<file path="config.mk">
export PLATFORM = sky130hd
export DESIGN_NAME = page_frame_pin_manager_core_flat
export DESIGN_NICKNAME = d
export VERILOG_FILES = /design/src/hdl/pfpm_pkg.sv /design/src/hdl/pfpm_ifs.sv /design/src/hdl/pfpm_keys.sv /design/src/hdl/pfpm_stack.sv /design/src/hdl/page_frame_pin_manager_core.sv /design/src/flat_wrapper.sv
export SDC_FILE = /design/constraint.sdc
export NUM_CORES = 2
export LEC_CHECK = 0
export BUFFER_PORTS_ARGS = -buffer_cell sky130_fd_sc_hd__buf_2
export CORE_MARGIN = 2
export CORE_UTILIZATION = 25
export CTS_BUF_LIST = sky130_fd_sc_hd__clkbuf_4 sky130_fd_sc_hd__clkbuf_8
export CTS_CLUSTER_SIZE = 28
export DETAILED_ROUTE_END_ITERATION = 8
export GPL_ROUTABILITY_DRIVEN = 1
export PLACE_DENSITY = 0.37
export SYNTH_ARGS = -nofsm -noshare
export SYNTH_HDL_FRONTEND = slang
export SYNTH_SLANG_ARGS = --single-unit
</file>
<file path="constraint.sdc">
create_clock -name i_clk -period 7.1 [get_ports i_clk]
set_input_delay 0.355 -clock i_clk [delete_from_list [all_inputs] [get_ports i_clk]]
set_output_delay 0.355 -clock i_clk [all_outputs]
set_load 0.02 [all_outputs]
</file>
<file path="src/hdl/pfpm_pkg.sv">
package pfpm_pkg;

    localparam int FRAMES  = 64;
    localparam int FRAME_W = 6;
    localparam int CNT_W   = 7;
    localparam int PAGE_W  = 32;
    localparam int CMD_W   = 2;
    localparam int ST_W    = 3;
    localparam int LANES   = 4;
    localparam int LANE_W  = 2;
    localparam int ROWS    = FRAMES / LANES;
    localparam int ROW_W   = FRAME_W - LANE_W;

    localparam logic [CMD_W-1:0] CMD_GET   = 2'd0;
    localparam logic [CMD_W-1:0] CMD_FETCH = 2'd1;
    localparam logic [CMD_W-1:0] CMD_UNPIN = 2'd2;

    localparam logic [ST_W-1:0] ST_HIT       = 3'd0;
    localparam logic [ST_W-1:0] ST_NOT_FOUND = 3'd1;
    localparam logic [ST_W-1:0] ST_NEW       = 3'd2;
    localparam logic [ST_W-1:0] ST_REUSED    = 3'd3;
    localparam logic [ST_W-1:0] ST_FULL      = 3'd4;
    localparam logic [ST_W-1:0] ST_UNPINNED  = 3'd5;
    localparam logic [ST_W-1:0] ST_UNPIN_ERR = 3'd6;

    localparam logic [CNT_W-1:0] MAX_PAGES_RST = 7'd64;

    typedef struct packed {
        logic              hit;
        logic [LANE_W-1:0] lane;
    } t_match;

endpackage

</file>
<file path="src/hdl/pfpm_ifs.sv">
interface pfpm_req_if;
    import pfpm_pkg::*;
    logic                 valid;
    logic                 ready;
    logic [CMD_W-1:0]     cmd;
    logic [PAGE_W-1:0]    page_number;
    logic [FRAME_W-1:0]   frame_index;
    modport source (output valid, cmd, page_number, frame_index, input ready);
    modport sink (input valid, cmd, page_number, frame_index, output ready);
endinterface

interface pfpm_rsp_if;
    import pfpm_pkg::*;
    logic                 valid;
    logic                 ready;
    logic [ST_W-1:0]      status;
    logic [FRAME_W-1:0]   frame;
    modport source (output valid, status, frame, input ready);
    modport sink (input valid, status, frame, output ready);
endinterface

interface pfpm_cfg_if;
    import pfpm_pkg::*;
    logic                 valid;
    logic                 ready;
    logic [CNT_W-1:0]     max_pages;
    modport source (output valid, max_pages, input ready);
    modport sink (input valid, max_pages, output ready);
endinterface

</file>
<file path="src/hdl/pfpm_keys.sv">
module pfpm_keys (
    input  logic                           i_clk,
    input  logic                           i_wr_en,
    input  logic [pfpm_pkg::FRAME_W-1:0]   i_wr_frame,
    input  logic [pfpm_pkg::PAGE_W-1:0]    i_wr_page,
    input  logic [pfpm_pkg::ROW_W-1:0]     i_rd_row,
    input  logic [pfpm_pkg::LANES-1:0]     i_row_pinned,
    input  logic [pfpm_pkg::PAGE_W-1:0]    i_key,
    output pfpm_pkg::t_match               o_match
);
    import pfpm_pkg::*;

    logic [LANES-1:0][PAGE_W-1:0] mem [ROWS];
    logic [LANES-1:0][PAGE_W-1:0] r_rd_data;

    // one row of page numbers per cycle, registered read
    always_ff @(posedge i_clk) begin
        if (i_wr_en) begin
            mem[i_wr_frame[FRAME_W-1:LANE_W]][i_wr_frame[LANE_W-1:0]] <= i_wr_page;
        end
        r_rd_data <= mem[i_rd_row];
    end

    // compare lanes; lowest lane wins
    always_comb begin
        o_match = '0;
        for (int l = LANES - 1; l >= 0; l--) begin
            if (i_row_pinned[l] && (r_rd_data[l] == i_key)) begin
                o_match.hit  = 1'b1;
                o_match.lane = LANE_W'(l);
            end
        end
    end

endmodule

</file>
<file path="src/hdl/pfpm_stack.sv">
module pfpm_stack (
    input  logic                           i_clk,
    input  logic                           i_push,
    input  logic [pfpm_pkg::FRAME_W-1:0]   i_push_addr,
    input  logic [pfpm_pkg::FRAME_W-1:0]   i_push_frame,
    input  logic [pfpm_pkg::FRAME_W-1:0]   i_rd_addr,
    output logic [pfpm_pkg::FRAME_W-1:0]   o_rd_frame
);
    import pfpm_pkg::*;

    logic [FRAME_W-1:0] mem [FRAMES];

    always_ff @(posedge i_clk) begin
        if (i_push) begin
            mem[i_push_addr] <= i_push_frame;
        end
        o_rd_frame <= mem[i_rd_addr];
    end

endmodule

</file>
<file path="src/hdl/page_frame_pin_manager_core.sv">
// Page frame pin manager. A get or fetch scans the key memory for the page, reading one
// row of four page numbers per cycle until a hit or the last row; a fetch miss then reuses
// a free frame or allocates a new one, an unpin frees a pinned frame, an unknown command
// reports not found. One request at a time; a result not yet taken holds the sequencer.
// Reset (synchronous, active low) clears pin bits, counters and the sequencer,
// and sets max_pages to 64; the key and free-stack memories need no clearing.
module page_frame_pin_manager_core (
    input  logic        i_clk,
    input  logic        i_rst_n,
    pfpm_req_if.sink    i_req,
    pfpm_rsp_if.source  o_rsp,
    pfpm_cfg_if.sink    i_cfg
);
    import pfpm_pkg::*;

    localparam logic [2:0] S_IDLE  = 3'd0;
    localparam logic [2:0] S_SCAN  = 3'd1;
    localparam logic [2:0] S_MISS  = 3'd2;
    localparam logic [2:0] S_UNPIN = 3'd3;
    localparam logic [2:0] S_DONE  = 3'd4;

    localparam logic [ROW_W-1:0] ROW_LAST = ROW_W'(ROWS - 1);

    logic [2:0]          r_state,        n_state;
    logic [CMD_W-1:0]    r_cmd,          n_cmd;
    logic [PAGE_W-1:0]   r_page,         n_page;
    logic [FRAME_W-1:0]  r_fi,           n_fi;
    logic [ROW_W-1:0]    r_rd_row,       n_rd_row;
    logic [ROW_W-1:0]    r_cmp_row,      n_cmp_row;
    logic                r_cmp_vld,      n_cmp_vld;
    logic [FRAMES-1:0]   r_pinned,       n_pinned;
    logic [CNT_W-1:0]    r_free_depth,   n_free_depth;
    logic [CNT_W-1:0]    r_alloc,        n_alloc;
    logic [CNT_W-1:0]    r_pinned_count, n_pinned_count;
    logic [CNT_W-1:0]    r_max_pages,    n_max_pages;
    logic [ST_W-1:0]     r_res_status,   n_res_status;
    logic [FRAME_W-1:0]  r_res_frame,    n_res_frame;
    logic                r_out_valid,    n_out_valid;
    logic [ST_W-1:0]     r_out_status,   n_out_status;
    logic [FRAME_W-1:0]  r_out_frame,    n_out_frame;

    logic                req_fire;
    logic                key_wr_en;
    logic [FRAME_W-1:0]  key_wr_frame;
    t_match              match;
    logic                stk_push;
    logic [FRAME_W-1:0]  stk_rd_frame;
    logic [CNT_W-1:0]    depth_dec;
    logic [CNT_W-1:0]    limit;

    assign req_fire    = i_req.valid && i_req.ready;
    assign i_req.ready = (r_state == S_IDLE);
    assign i_cfg.ready = 1'b1;

    assign o_rsp.valid  = r_out_valid;
    assign o_rsp.status = r_out_status;
    assign o_rsp.frame  = r_out_frame;

    // top of the free stack is always presented; depth holds during the key scan
    assign depth_dec = r_free_depth - CNT_W'(1);

    // a limit above the pool size acts as the pool size
    assign limit = (r_max_pages > CNT_W'(FRAMES)) ? CNT_W'(FRAMES) : r_max_pages;

    pfpm_keys u_keys (
        .i_clk        (i_clk),
        .i_wr_en      (key_wr_en),
        .i_wr_frame   (key_wr_frame),
        .i_wr_page    (r_page),
        .i_rd_row     (r_rd_row),
        .i_row_pinned (r_pinned[{r_cmp_row, LANE_W'(0)} +: LANES]),
        .i_key        (r_page),
        .o_match      (match)
    );

    pfpm_stack u_stack (
        .i_clk        (i_clk),
        .i_push       (stk_push),
        .i_push_addr  (r_free_depth[FRAME_W-1:0]),
        .i_push_frame (r_fi),
        .i_rd_addr    (depth_dec[FRAME_W-1:0]),
        .o_rd_frame   (stk_rd_frame)
    );

    always_comb begin
        n_state        = r_state;
        n_cmd          = r_cmd;
        n_page         = r_page;
        n_fi           = r_fi;
        n_rd_row       = r_rd_row;
        n_cmp_row      = r_cmp_row;
        n_cmp_vld      = r_cmp_vld;
        n_pinned       = r_pinned;
        n_free_depth   = r_free_depth;
        n_alloc        = r_alloc;
        n_pinned_count = r_pinned_count;
        n_max_pages    = r_max_pages;
        n_res_status   = r_res_status;
        n_res_frame    = r_res_frame;
        n_out_valid    = r_out_valid;
        n_out_status   = r_out_status;
        n_out_frame    = r_out_frame;
        key_wr_en      = 1'b0;
        key_wr_frame   = r_fi;
        stk_push       = 1'b0;

        if (i_cfg.valid) begin
            n_max_pages = i_cfg.max_pages;
        end

        // drop the result once the sink takes it
        if (r_out_valid && o_rsp.ready) begin
            n_out_valid = 1'b0;
        end

        case (r_state)
            S_IDLE: begin
                if (req_fire) begin
                    n_cmd     = i_req.cmd;
                    n_page    = i_req.page_number;
                    n_fi      = i_req.frame_index;
                    n_rd_row  = '0;
                    n_cmp_vld = 1'b0;
                    case (i_req.cmd)
                        CMD_GET, CMD_FETCH: n_state = S_SCAN;
                        CMD_UNPIN:          n_state = S_UNPIN;
                        default: begin
                            n_res_status = ST_NOT_FOUND;
                            n_res_frame  = '0;
                            n_state      = S_DONE;
                        end
                    endcase
                end
            end
            S_SCAN: begin
                // advance the read row; compare the row read last cycle
                n_rd_row  = r_rd_row + ROW_W'(1);
                n_cmp_row = r_rd_row;
                n_cmp_vld = 1'b1;
                if (r_cmp_vld) begin
                    if (match.hit) begin
                        n_res_status = ST_HIT;
                        n_res_frame  = {r_cmp_row, match.lane};
                        n_state      = S_DONE;
                    end else if (r_cmp_row == ROW_LAST) begin
                        if (r_cmd == CMD_FETCH) begin
                            n_state = S_MISS;
                        end else begin
                            n_res_status = ST_NOT_FOUND;
                            n_res_frame  = '0;
                            n_state      = S_DONE;
                        end
                    end
                end
            end
            S_MISS: begin
                n_state = S_DONE;
                if (r_free_depth != '0) begin
                    // reuse the most recently unpinned frame
                    key_wr_en              = 1'b1;
                    key_wr_frame           = stk_rd_frame;
                    n_pinned[stk_rd_frame] = 1'b1;
                    n_free_depth           = depth_dec;
                    n_pinned_count         = r_pinned_count + CNT_W'(1);
                    n_res_status           = ST_REUSED;
                    n_res_frame            = stk_rd_frame;
                end else if (r_alloc >= limit) begin
                    n_res_status = ST_FULL;
                    n_res_frame  = '0;
                end else begin
                    key_wr_en                          = 1'b1;
                    key_wr_frame                       = r_alloc[FRAME_W-1:0];
                    n_pinned[r_alloc[FRAME_W-1:0]]     = 1'b1;
                    n_alloc                            = r_alloc + CNT_W'(1);
                    n_pinned_count                     = r_pinned_count + CNT_W'(1);
                    n_res_status                       = ST_NEW;
                    n_res_frame                        = r_alloc[FRAME_W-1:0];
                end
            end
            S_UNPIN: begin
                n_state = S_DONE;
                if (({1'b0, r_fi} >= r_alloc) || !r_pinned[r_fi] ||
                    (r_free_depth >= CNT_W'(FRAMES))) begin
                    n_res_status = ST_UNPIN_ERR;
                    n_res_frame  = '0;
                end else begin
                    n_pinned[r_fi] = 1'b0;
                    if (r_pinned_count != '0) begin
                        n_pinned_count = r_pinned_count - CNT_W'(1);
                    end
                    stk_push     = 1'b1;
                    n_free_depth = r_free_depth + CNT_W'(1);
                    n_res_status = ST_UNPINNED;
                    n_res_frame  = r_fi;
                end
            end
            S_DONE: begin
                // hold until the output register is free
                if (!r_out_valid || o_rsp.ready) begin
                    n_out_valid  = 1'b1;
                    n_out_status = r_res_status;
                    n_out_frame  = r_res_frame;
                    n_state      = S_IDLE;
                end
            end
            default: n_state = S_IDLE;
        endcase
    end

    always_ff @(posedge i_clk) begin
        if (!i_rst_n) begin
            r_state        <= S_IDLE;
            r_cmp_vld      <= 1'b0;
            r_pinned       <= '0;
            r_free_depth   <= '0;
            r_alloc        <= '0;
            r_pinned_count <= '0;
            r_max_pages    <= MAX_PAGES_RST;
            r_out_valid    <= 1'b0;
        end else begin
            r_state        <= n_state;
            r_cmp_vld      <= n_cmp_vld;
            r_pinned       <= n_pinned;
            r_free_depth   <= n_free_depth;
            r_alloc        <= n_alloc;
            r_pinned_count <= n_pinned_count;
            r_max_pages    <= n_max_pages;
            r_out_valid    <= n_out_valid;
        end
    end

    // payload registers
    always_ff @(posedge i_clk) begin
        r_cmd        <= n_cmd;
        r_page       <= n_page;
        r_fi         <= n_fi;
        r_rd_row     <= n_rd_row;
        r_cmp_row    <= n_cmp_row;
        r_res_status <= n_res_status;
        r_res_frame  <= n_res_frame;
        r_out_status <= n_out_status;
        r_out_frame  <= n_out_frame;
    end

    a_pin_count: assert property (@(posedge i_clk) disable iff (!i_rst_n)
        r_pinned_count == CNT_W'($countones(r_pinned)))
        else $error("pinned count out of step with pin bits");

    a_frames_accounted: assert property (@(posedge i_clk) disable iff (!i_rst_n)
        (r_state == S_IDLE) |-> (r_free_depth + r_pinned_count == r_alloc))
        else $error("allocated frames neither pinned nor free");

    a_alloc_bound: assert property (@(posedge i_clk) disable iff (!i_rst_n)
        r_alloc <= CNT_W'(FRAMES))
        else $error("allocation beyond pool size");

    a_new_pins: assert property (@(posedge i_clk) disable iff (!i_rst_n)
        (r_state == S_DONE && (r_res_status == ST_NEW || r_res_status == ST_REUSED ||
         r_res_status == ST_HIT)) |-> r_pinned[r_res_frame])
        else $error("reported frame is not pinned");

endmodule
</file>
<file path="src/flat_wrapper.sv">
// flat-port wrapper written by rule: the top's interface ports become plain ports
module page_frame_pin_manager_core_flat import pfpm_pkg::*;
  (i_clk, i_rst_n, i_req_valid, i_req_cmd, i_req_page_number, i_req_frame_index, i_req_ready, o_rsp_valid, o_rsp_status, o_rsp_frame, o_rsp_ready, i_cfg_valid, i_cfg_max_pages, i_cfg_ready);
  pfpm_req_if i_req_i ();
  pfpm_rsp_if o_rsp_i ();
  pfpm_cfg_if i_cfg_i ();
  input  logic i_clk;
  input  logic i_rst_n;
  input wire logic [$bits(i_req_i.valid)-1:0] i_req_valid;
  input wire logic [$bits(i_req_i.cmd)-1:0] i_req_cmd;
  input wire logic [$bits(i_req_i.page_number)-1:0] i_req_page_number;
  input wire logic [$bits(i_req_i.frame_index)-1:0] i_req_frame_index;
  output wire logic [$bits(i_req_i.ready)-1:0] i_req_ready;
  output wire logic [$bits(o_rsp_i.valid)-1:0] o_rsp_valid;
  output wire logic [$bits(o_rsp_i.status)-1:0] o_rsp_status;
  output wire logic [$bits(o_rsp_i.frame)-1:0] o_rsp_frame;
  input wire logic [$bits(o_rsp_i.ready)-1:0] o_rsp_ready;
  input wire logic [$bits(i_cfg_i.valid)-1:0] i_cfg_valid;
  input wire logic [$bits(i_cfg_i.max_pages)-1:0] i_cfg_max_pages;
  output wire logic [$bits(i_cfg_i.ready)-1:0] i_cfg_ready;
  assign i_req_i.valid = i_req_valid;
  assign i_req_i.cmd = i_req_cmd;
  assign i_req_i.page_number = i_req_page_number;
  assign i_req_i.frame_index = i_req_frame_index;
  assign i_req_ready = i_req_i.ready;
  assign o_rsp_valid = o_rsp_i.valid;
  assign o_rsp_status = o_rsp_i.status;
  assign o_rsp_frame = o_rsp_i.frame;
  assign o_rsp_i.ready = o_rsp_ready;
  assign i_cfg_i.valid = i_cfg_valid;
  assign i_cfg_i.max_pages = i_cfg_max_pages;
  assign i_cfg_ready = i_cfg_i.ready;
  page_frame_pin_manager_core u_core (.i_clk(i_clk), .i_rst_n(i_rst_n), .i_req(i_req_i), .o_rsp(o_rsp_i), .i_cfg(i_cfg_i));
endmodule
</file>
-- Word-level counts from Yosys, hierarchy flattened
Memories as Yosys holds them, arrays and structs flattened. A register that Yosys moved wholly into a read port is not among the register bits.
Index checks and enable logic that the tools add are counted.
Widths: inputs -> output; s select.
- register bits: 156
- memory bits (writable): 2432
- input port bits: 52
- memories: 2
- latch bits: 0
- ROM bits: 0
- output and inout port bits: 12
- memories (name ; words ; width ; rd ports ; clocked after memory_dff ; write ports ; RTL line ; text):
    u_core.u_keys.mem ; 16 ; 128 ; 1 ; 1 ; 1 ; pfpm_keys.sv:13 ; logic [LANES-1:0][PAGE_W-1:0] mem [ROWS];
    u_core.u_stack.mem ; 64 ; 6 ; 1 ; 1 ; 1 ; pfpm_stack.sv:11 ; logic [FRAME_W-1:0] mem [FRAMES];
- equality and inequality tests: 21
- shift operators: 1
- mux-type cells: 69
- bitwise operators: 6
- $add $sub $neg: 4
- magnitude comparators: 12
- $mul: 0
- divide/modulo/power cells: 0
- reductions and logical operators: 32
- operators by type and width (kind ; number):
    $mux 64 ; 3
    $eq 32x32->1 ; 4
    $mux 128 ; 1
    $or 64x64->64 ; 2
    $pmux 64 s2 ; 1
    $mux 6 ; 12
    $and 64x64->64 ; 1
    $demux 32 s2 ; 1
    $not 64->64 ; 1
    $shiftx 64x7->4 ; 1
    $mux 3 ; 18
    $mux 32 ; 1
    $pmux 3 s4 ; 2
    $pmux 6 s4 ; 1
    $lt 6x7->1 const B ; 3
    $mux 7 ; 3
    $demux 1 s6 ; 3
    $ge 6x1->1 const B ; 3
    $mux 1 ; 16
    $add 7x1->7 const B ; 2
    $pmux 7 s2 ; 1
    $logic_and 1x1->1 ; 10
    $reduce_and 3->1 ; 3
    $pmux 4 s2 ; 1
    36 further kinds ; 51

-- Logic depth before layout (Yosys ltp)
- depth after elaboration: 11
- depth in mapped cells: 13
- depth with buffers taken out: 11

-- Cells and area by module
Synthesis repeated with hierarchy kept, for this count alone.
- cells, all modules: 4950
- area total of the unflattened synthesis: 105193.4 sq um
- modules (own cells, without submodules) (module ; area an instance (sq um) ; times used ; cells each ; seq. area each (sq um)):
    pfpm_keys ; 81416.8 ; 1 ; 3300 ; 64061.4
    pfpm_stack ; 15225.9 ; 1 ; 720 ; 11651.2
    page_frame_pin_manager_core ; 8550.7 ; 1 ; 930 ; 3783.6

-- Least setup slack after synthesis
Ideal clock, no wire load.
- path kind: register to register
- start point: register u_core.r_free_depth[0]
- end point: register u_core.r_pinned[28]
- library setup time: 68 ps
- clock period less this slack: 5466 ps
- buffers on the path: 2
- setup slack: 1634 ps
- cell stages (with the launch flop): 13
- required time: 7032 ps
- arrival: 5399 ps
- cells stage by stage: dfxtp_1 clkbuf_1 buf_1 inv_1 ha_1 nor3b_1 nand2_1 o21ai_2 nand2_1 a211oi_2 nand2_1 nor3_1 o221a_2
- word-level cells in the longest chain between the ends: 4
- elaborated cells on any way between the ends: 8
- ends and longest elaborated chain (what ; RTL line ; text):
    start, declared ; page_frame_pin_manager_core.sv:32 ; logic [CNT_W-1:0] r_free_depth, n_free_depth;
    start signal, assigned ; page_frame_pin_manager_core.sv:224 ; r_free_depth <= n_free_depth;
    $ge 7x7->1 ; page_frame_pin_manager_core.sv:183 ; (r_free_depth >= CNT_W'(FRAMES))) begin
    $logic_or 1x1->1 ; page_frame_pin_manager_core.sv:182 ; if (({1'b0, r_fi} >= r_alloc) || !r_pinned[r_fi] ||
    $ne 2x2->1 (no line) ; -- ;
    $reduce_and 3->1 (no line) ; -- ;
    end signal, assigned ; page_frame_pin_manager_core.sv:223 ; r_pinned <= n_pinned;
    end, declared ; page_frame_pin_manager_core.sv:31 ; logic [FRAMES-1:0] r_pinned, n_pinned;
Parallel ways exist; a longest one is shown, timed or not.
A chain may end at the register's enable or synchronous reset.

-- Worst setup path after layout
- start point: register u_core.r_free_depth[1]
- end point: memory u_core.u_keys.mem[12][57] (netlist bit) (enable)
- word-level cells in the longest chain between the ends: 8
- elaborated cells on any way between the ends: 12
- ends and longest elaborated chain (what ; RTL line ; text):
    $reduce_bool 7->1 * ; page_frame_pin_manager_core.sv:158 ; if (r_free_depth != '0) begin
    $mux 6 ; page_frame_pin_manager_core.sv:158 ;
    $mux 6 ; page_frame_pin_manager_core.sv:116 ; case (r_state)
    $lt 2x3->1 (not written as such) / $ge 2x1->1 (equally long branches) ; pfpm_keys.sv:19 ; mem[i_wr_frame[FRAME_W-1:LANE_W]][i_wr_frame[LANE_W-1:0]] <= i_wr_page;
    $logic_and 1x1->1 (not written as such) ; pfpm_keys.sv:19 ;
    $mux 32 (not written as such) ; pfpm_keys.sv:19 ;
    $demux 32 s2 ; pfpm_keys.sv:19 ;
    $mux 128 (not written as such) ; pfpm_keys.sv:19 ;
    end, declared ; pfpm_keys.sv:13 ;
Every way passes the cells marked *; elsewhere a longest branch is shown, timed or not.

==> flow_summary.yaml <==
timing:
  min_period_ns: 5.884
  setup_viol: 0
  skew_ns: 0.1273
  period_share_pct: 82.88
  fmax_ghz: 0.1699
  setup_tns_ns: 0
  fin_ws_ns: 1.216
  final-hold-violation-count: 0
  worst_pin_slew_ns: 1.284
  final_max_slew_viol_count: 0
  rsz0062_at_grt: "no"
  maxSlewHeadroom_pct: 13.59
global_route:
  grt-ovfl-total: 0
  met2_usage_pct: 23.81
  gr-usage-all-layers_pct: 14.89
  grt_pass1_wl_mm: 448.2
  gr-max-usage-layer: "met2"
  met1_usage_pct: 21.37
  grt_max_degree: 118
  antenna_found_initial: 15
  grt_util_met3_pct: 1.971
  grt_pass1_vias: 54450
clock_network:
  cts_root_buf: "clkbuf_8"
  clkLatencyLatePin_ns: 1.14
  cts_tree: "done"
  htree_levels: 5
  cts_buffers: 476
  clkTransAtPathRegs_ns: 0.06
  cts_resized: 0
  cts_setup_buffers: 0
  cts.path.max_buffers: 4
  postCtsHoldBufs: 99
  cts_sinks: 2722
yosys:
  synth_flop_cell: "edfxtp_1"
  synth.most_common_cell: "edfxtp_1"
  yosys-top-cells-area: "edfxtp_1, mux4_2, dfxtp_1"
  ys_warn_count: 0
  synth_edf_count: 2498
  avgSynthCellArea_um2: 21.95
  netlist.top_cell.by_area: "edfxtp_1"
  async_flop_share_pct: 0
  ys_types: 84
  synth_sequential_area_ratio_pct: 76.04
  synth_fp_nets: 4831
  synthCells: 4762
  ys_ff_latch: 2722
  syn_area_um2: 104500
  synth_top_area_share_pct: 71.75
  synthTopCellsByCount: "edfxtp_1, mux4_2, dfxtp_1"
floorplan:
  rows: 237
  die_x_um: 650.7
  dieHeight_um: 650.7
  io_pins: 64
  core_area_um2: 416600
  dieArea_um2: 423400
  start_util_pct: 25.09
setup_path:
  arrival_ns: 6.66
  critical_path.cell_chain: "inv_1 > ha_4 > nor3b_1 > nand2_1 > o21ai_2 > nand2_1 > buf_4 > a221oi_2 > nand4_1 > nor2_4 > buf_4"
  r2r_cells: 11
  start_kind: "flip-flop"
  cpMaxStageDelayCell: "nor2_4"
  worstSetupEndpointType: "flip-flop"
  cp.required_ns: 7.88
  worstSetupPathType: "flip-flop to flip-flop"
  crit_fanout: 24
  cpPeakStageDelay_ns: 1.10
placed_design:
  portBuffers: 62
  dp_cells: 10280
  dp_hpwl_mm: 193.3
  dp_slack_ns: 1.284
  place_congestion: 0.8124
route:
  antenna_left: 0
  wire_per_inst_um: 28.59
  num_vias: 51710
  firstDrtPassIters: 8
  drt-total-wl_mm: 322.2
  first_iter_violations: 4523
  via_per_inst: 4.588
  drc: 0
final_layout:
  nets: 5427
  stdcell_count: 11270
  multi_input_area_um2: 24440
  synthToLayoutAreaGrowth_pct: 18.53
  fill_cells: 40440
  seq_area_um2: 79500
  drive_gt1_share_pct: 34.88
job:
  drv_cap: 0
outcome:
  status: "complete, no violations"
power:
  power_density_nw_per_um2: 309.1
  cellLeakagePower_nw: 37.84
  ir_worst_vdd_v: 0.0001680
worst_hold_path:
  hold_depth: 2
  hold_class: "primary input to flip-flop"
-- cell families (layout without fill, tap and decap cells) --
| family | count (synthesis) | after routing | share of synthesized area (%) |
|---|---|---|---|
| flip-flops | 2722 | 2722 | 76.04 |
| multiplexers | 809 | 809 | 17.23 |
| AND/OR/NAND/NOR | 502 | 502 | 2.382 |
| buffers and inverters | 298 | 1301 | 1.117 |
| AO/OA/AOI/OAI | 272 | 272 | 1.840 |
| XOR/XNOR | 141 | 141 | 1.181 |
| adder cells (fa/ha/maj) | 17 | 17 | 0.2035 |
| other | 1 | 9 | 0.003587 |
-- cells in the final DEF, fill, tap and decap left out, drive strengths merged, types with 7 or more instances in the layout --
cell type / count
a31oi: 10
nor4: 31
and2: 14
a221oi: 7
clkinvlp: 9
bufinv: 10
dlygate4sd3: 99
diode: 8
nand2: 80
o31a: 7
o31ai: 20
dfxtp: 224
inv: 31
mux4: 792
a211oi: 8
nand3: 36
nor2b: 15
xnor2: 136
nor3b: 15
or2: 7
o21ai: 56
mux2i: 11
o221a: 16
o22ai: 8
nor3: 38
o21a: 9
ha: 17
edfxtp: 2498
a21oi: 65
a221o: 12
clkinv: 142
a22oi: 17
nor2: 186
buf: 292
clkbuf: 718
nand4: 42
-- metrics by stage --
| step | util (%) | power, W | hold slack [ns] | instance area (um^2) |
|---|---|---|---|---|
| after floorplan | - | 0.02189 | 0.4003 | 104500 |
| after global placement | 27.16 | 0.02408 | 0.4198 | 113100 |
| after detailed placement | 27.16 | 0.02405 | 0.4168 | 113200 |
| after CTS | 29.73 | 0.03901 | 0.008493 | 123900 |
| after global routing | 29.74 | 0.03985 | 0.07551 | 123900 |
| final | 29.74 | 0.03830 | 0.1509 | 123900 |
-- flip-flops by register name, indices dropped and copies added (netlist names), 7 cells and up --
register,count
u_core.u_stack.mem,384
u_core.u_keys.mem,2048
u_core.u_keys.r_rd_data,128
u_core.r_alloc,7
u_core.r_max_pages,7
u_core.r_free_depth,7
u_core.r_pinned,64
u_core.r_page,32
-- where the power goes --
group	switching [W]	internal [W]	leakage [nW]
combinational	0.00284	0.00218	8.31
sequential	0.000412	0.0182	24.3
clock	0.00658	0.00812	5.19
total	0.00983	0.0285	37.8
-- area by class of cell --
type                    count  share of cell area [%]
flip-flops and latches   2722                   64.16
multi-input cells        1742                   19.72
clock buffers             718                   6.975
well taps                5497                   5.550
repair buffers            391                   2.625
clock inverters           167                  0.8764
inverters                  25                 0.07775
diodes                      8                 0.01616
-- worst paths after layout --
kind	slack [ns]	endpoint	from
worst max register to register	1.22	u_core.u_keys.mem[12][57]$_DFFE_PP_	u_core.r_free_depth[1]$_SDFFE_PN0P_
worst min-delay path	0.15	u_core.r_page[11]$_DFFE_PP_	i_req_page_number[11]
worst max-delay path	1.22	u_core.u_keys.mem[12][57]$_DFFE_PP_	u_core.r_free_depth[1]$_SDFFE_PN0P_
worst min register to register	0.43	u_core.o_rsp.frame[4]$_DFFE_PP_	u_core.r_res_frame[4]$_DFFE_PP_
-- metal layers --
layer / vias to the layer above / share of wire, %
li1: 21370 / -
met5: - / 0
met1: 28430 / 47
met2: 1440 / 47
met3: 469 / 4.3
met4: 0 / 2.3
-- worst max-delay path, delay by kind of cell, from the launching register on --
family | cells | cell delay, ns
simple gates | 5 | 3.03
buf+inv | 3 | 0.92
compound gates | 2 | 0.89
flops | 1 | 0.48
fa+ha+maj | 1 | 0.23
(Power assumes the default switching activity.)
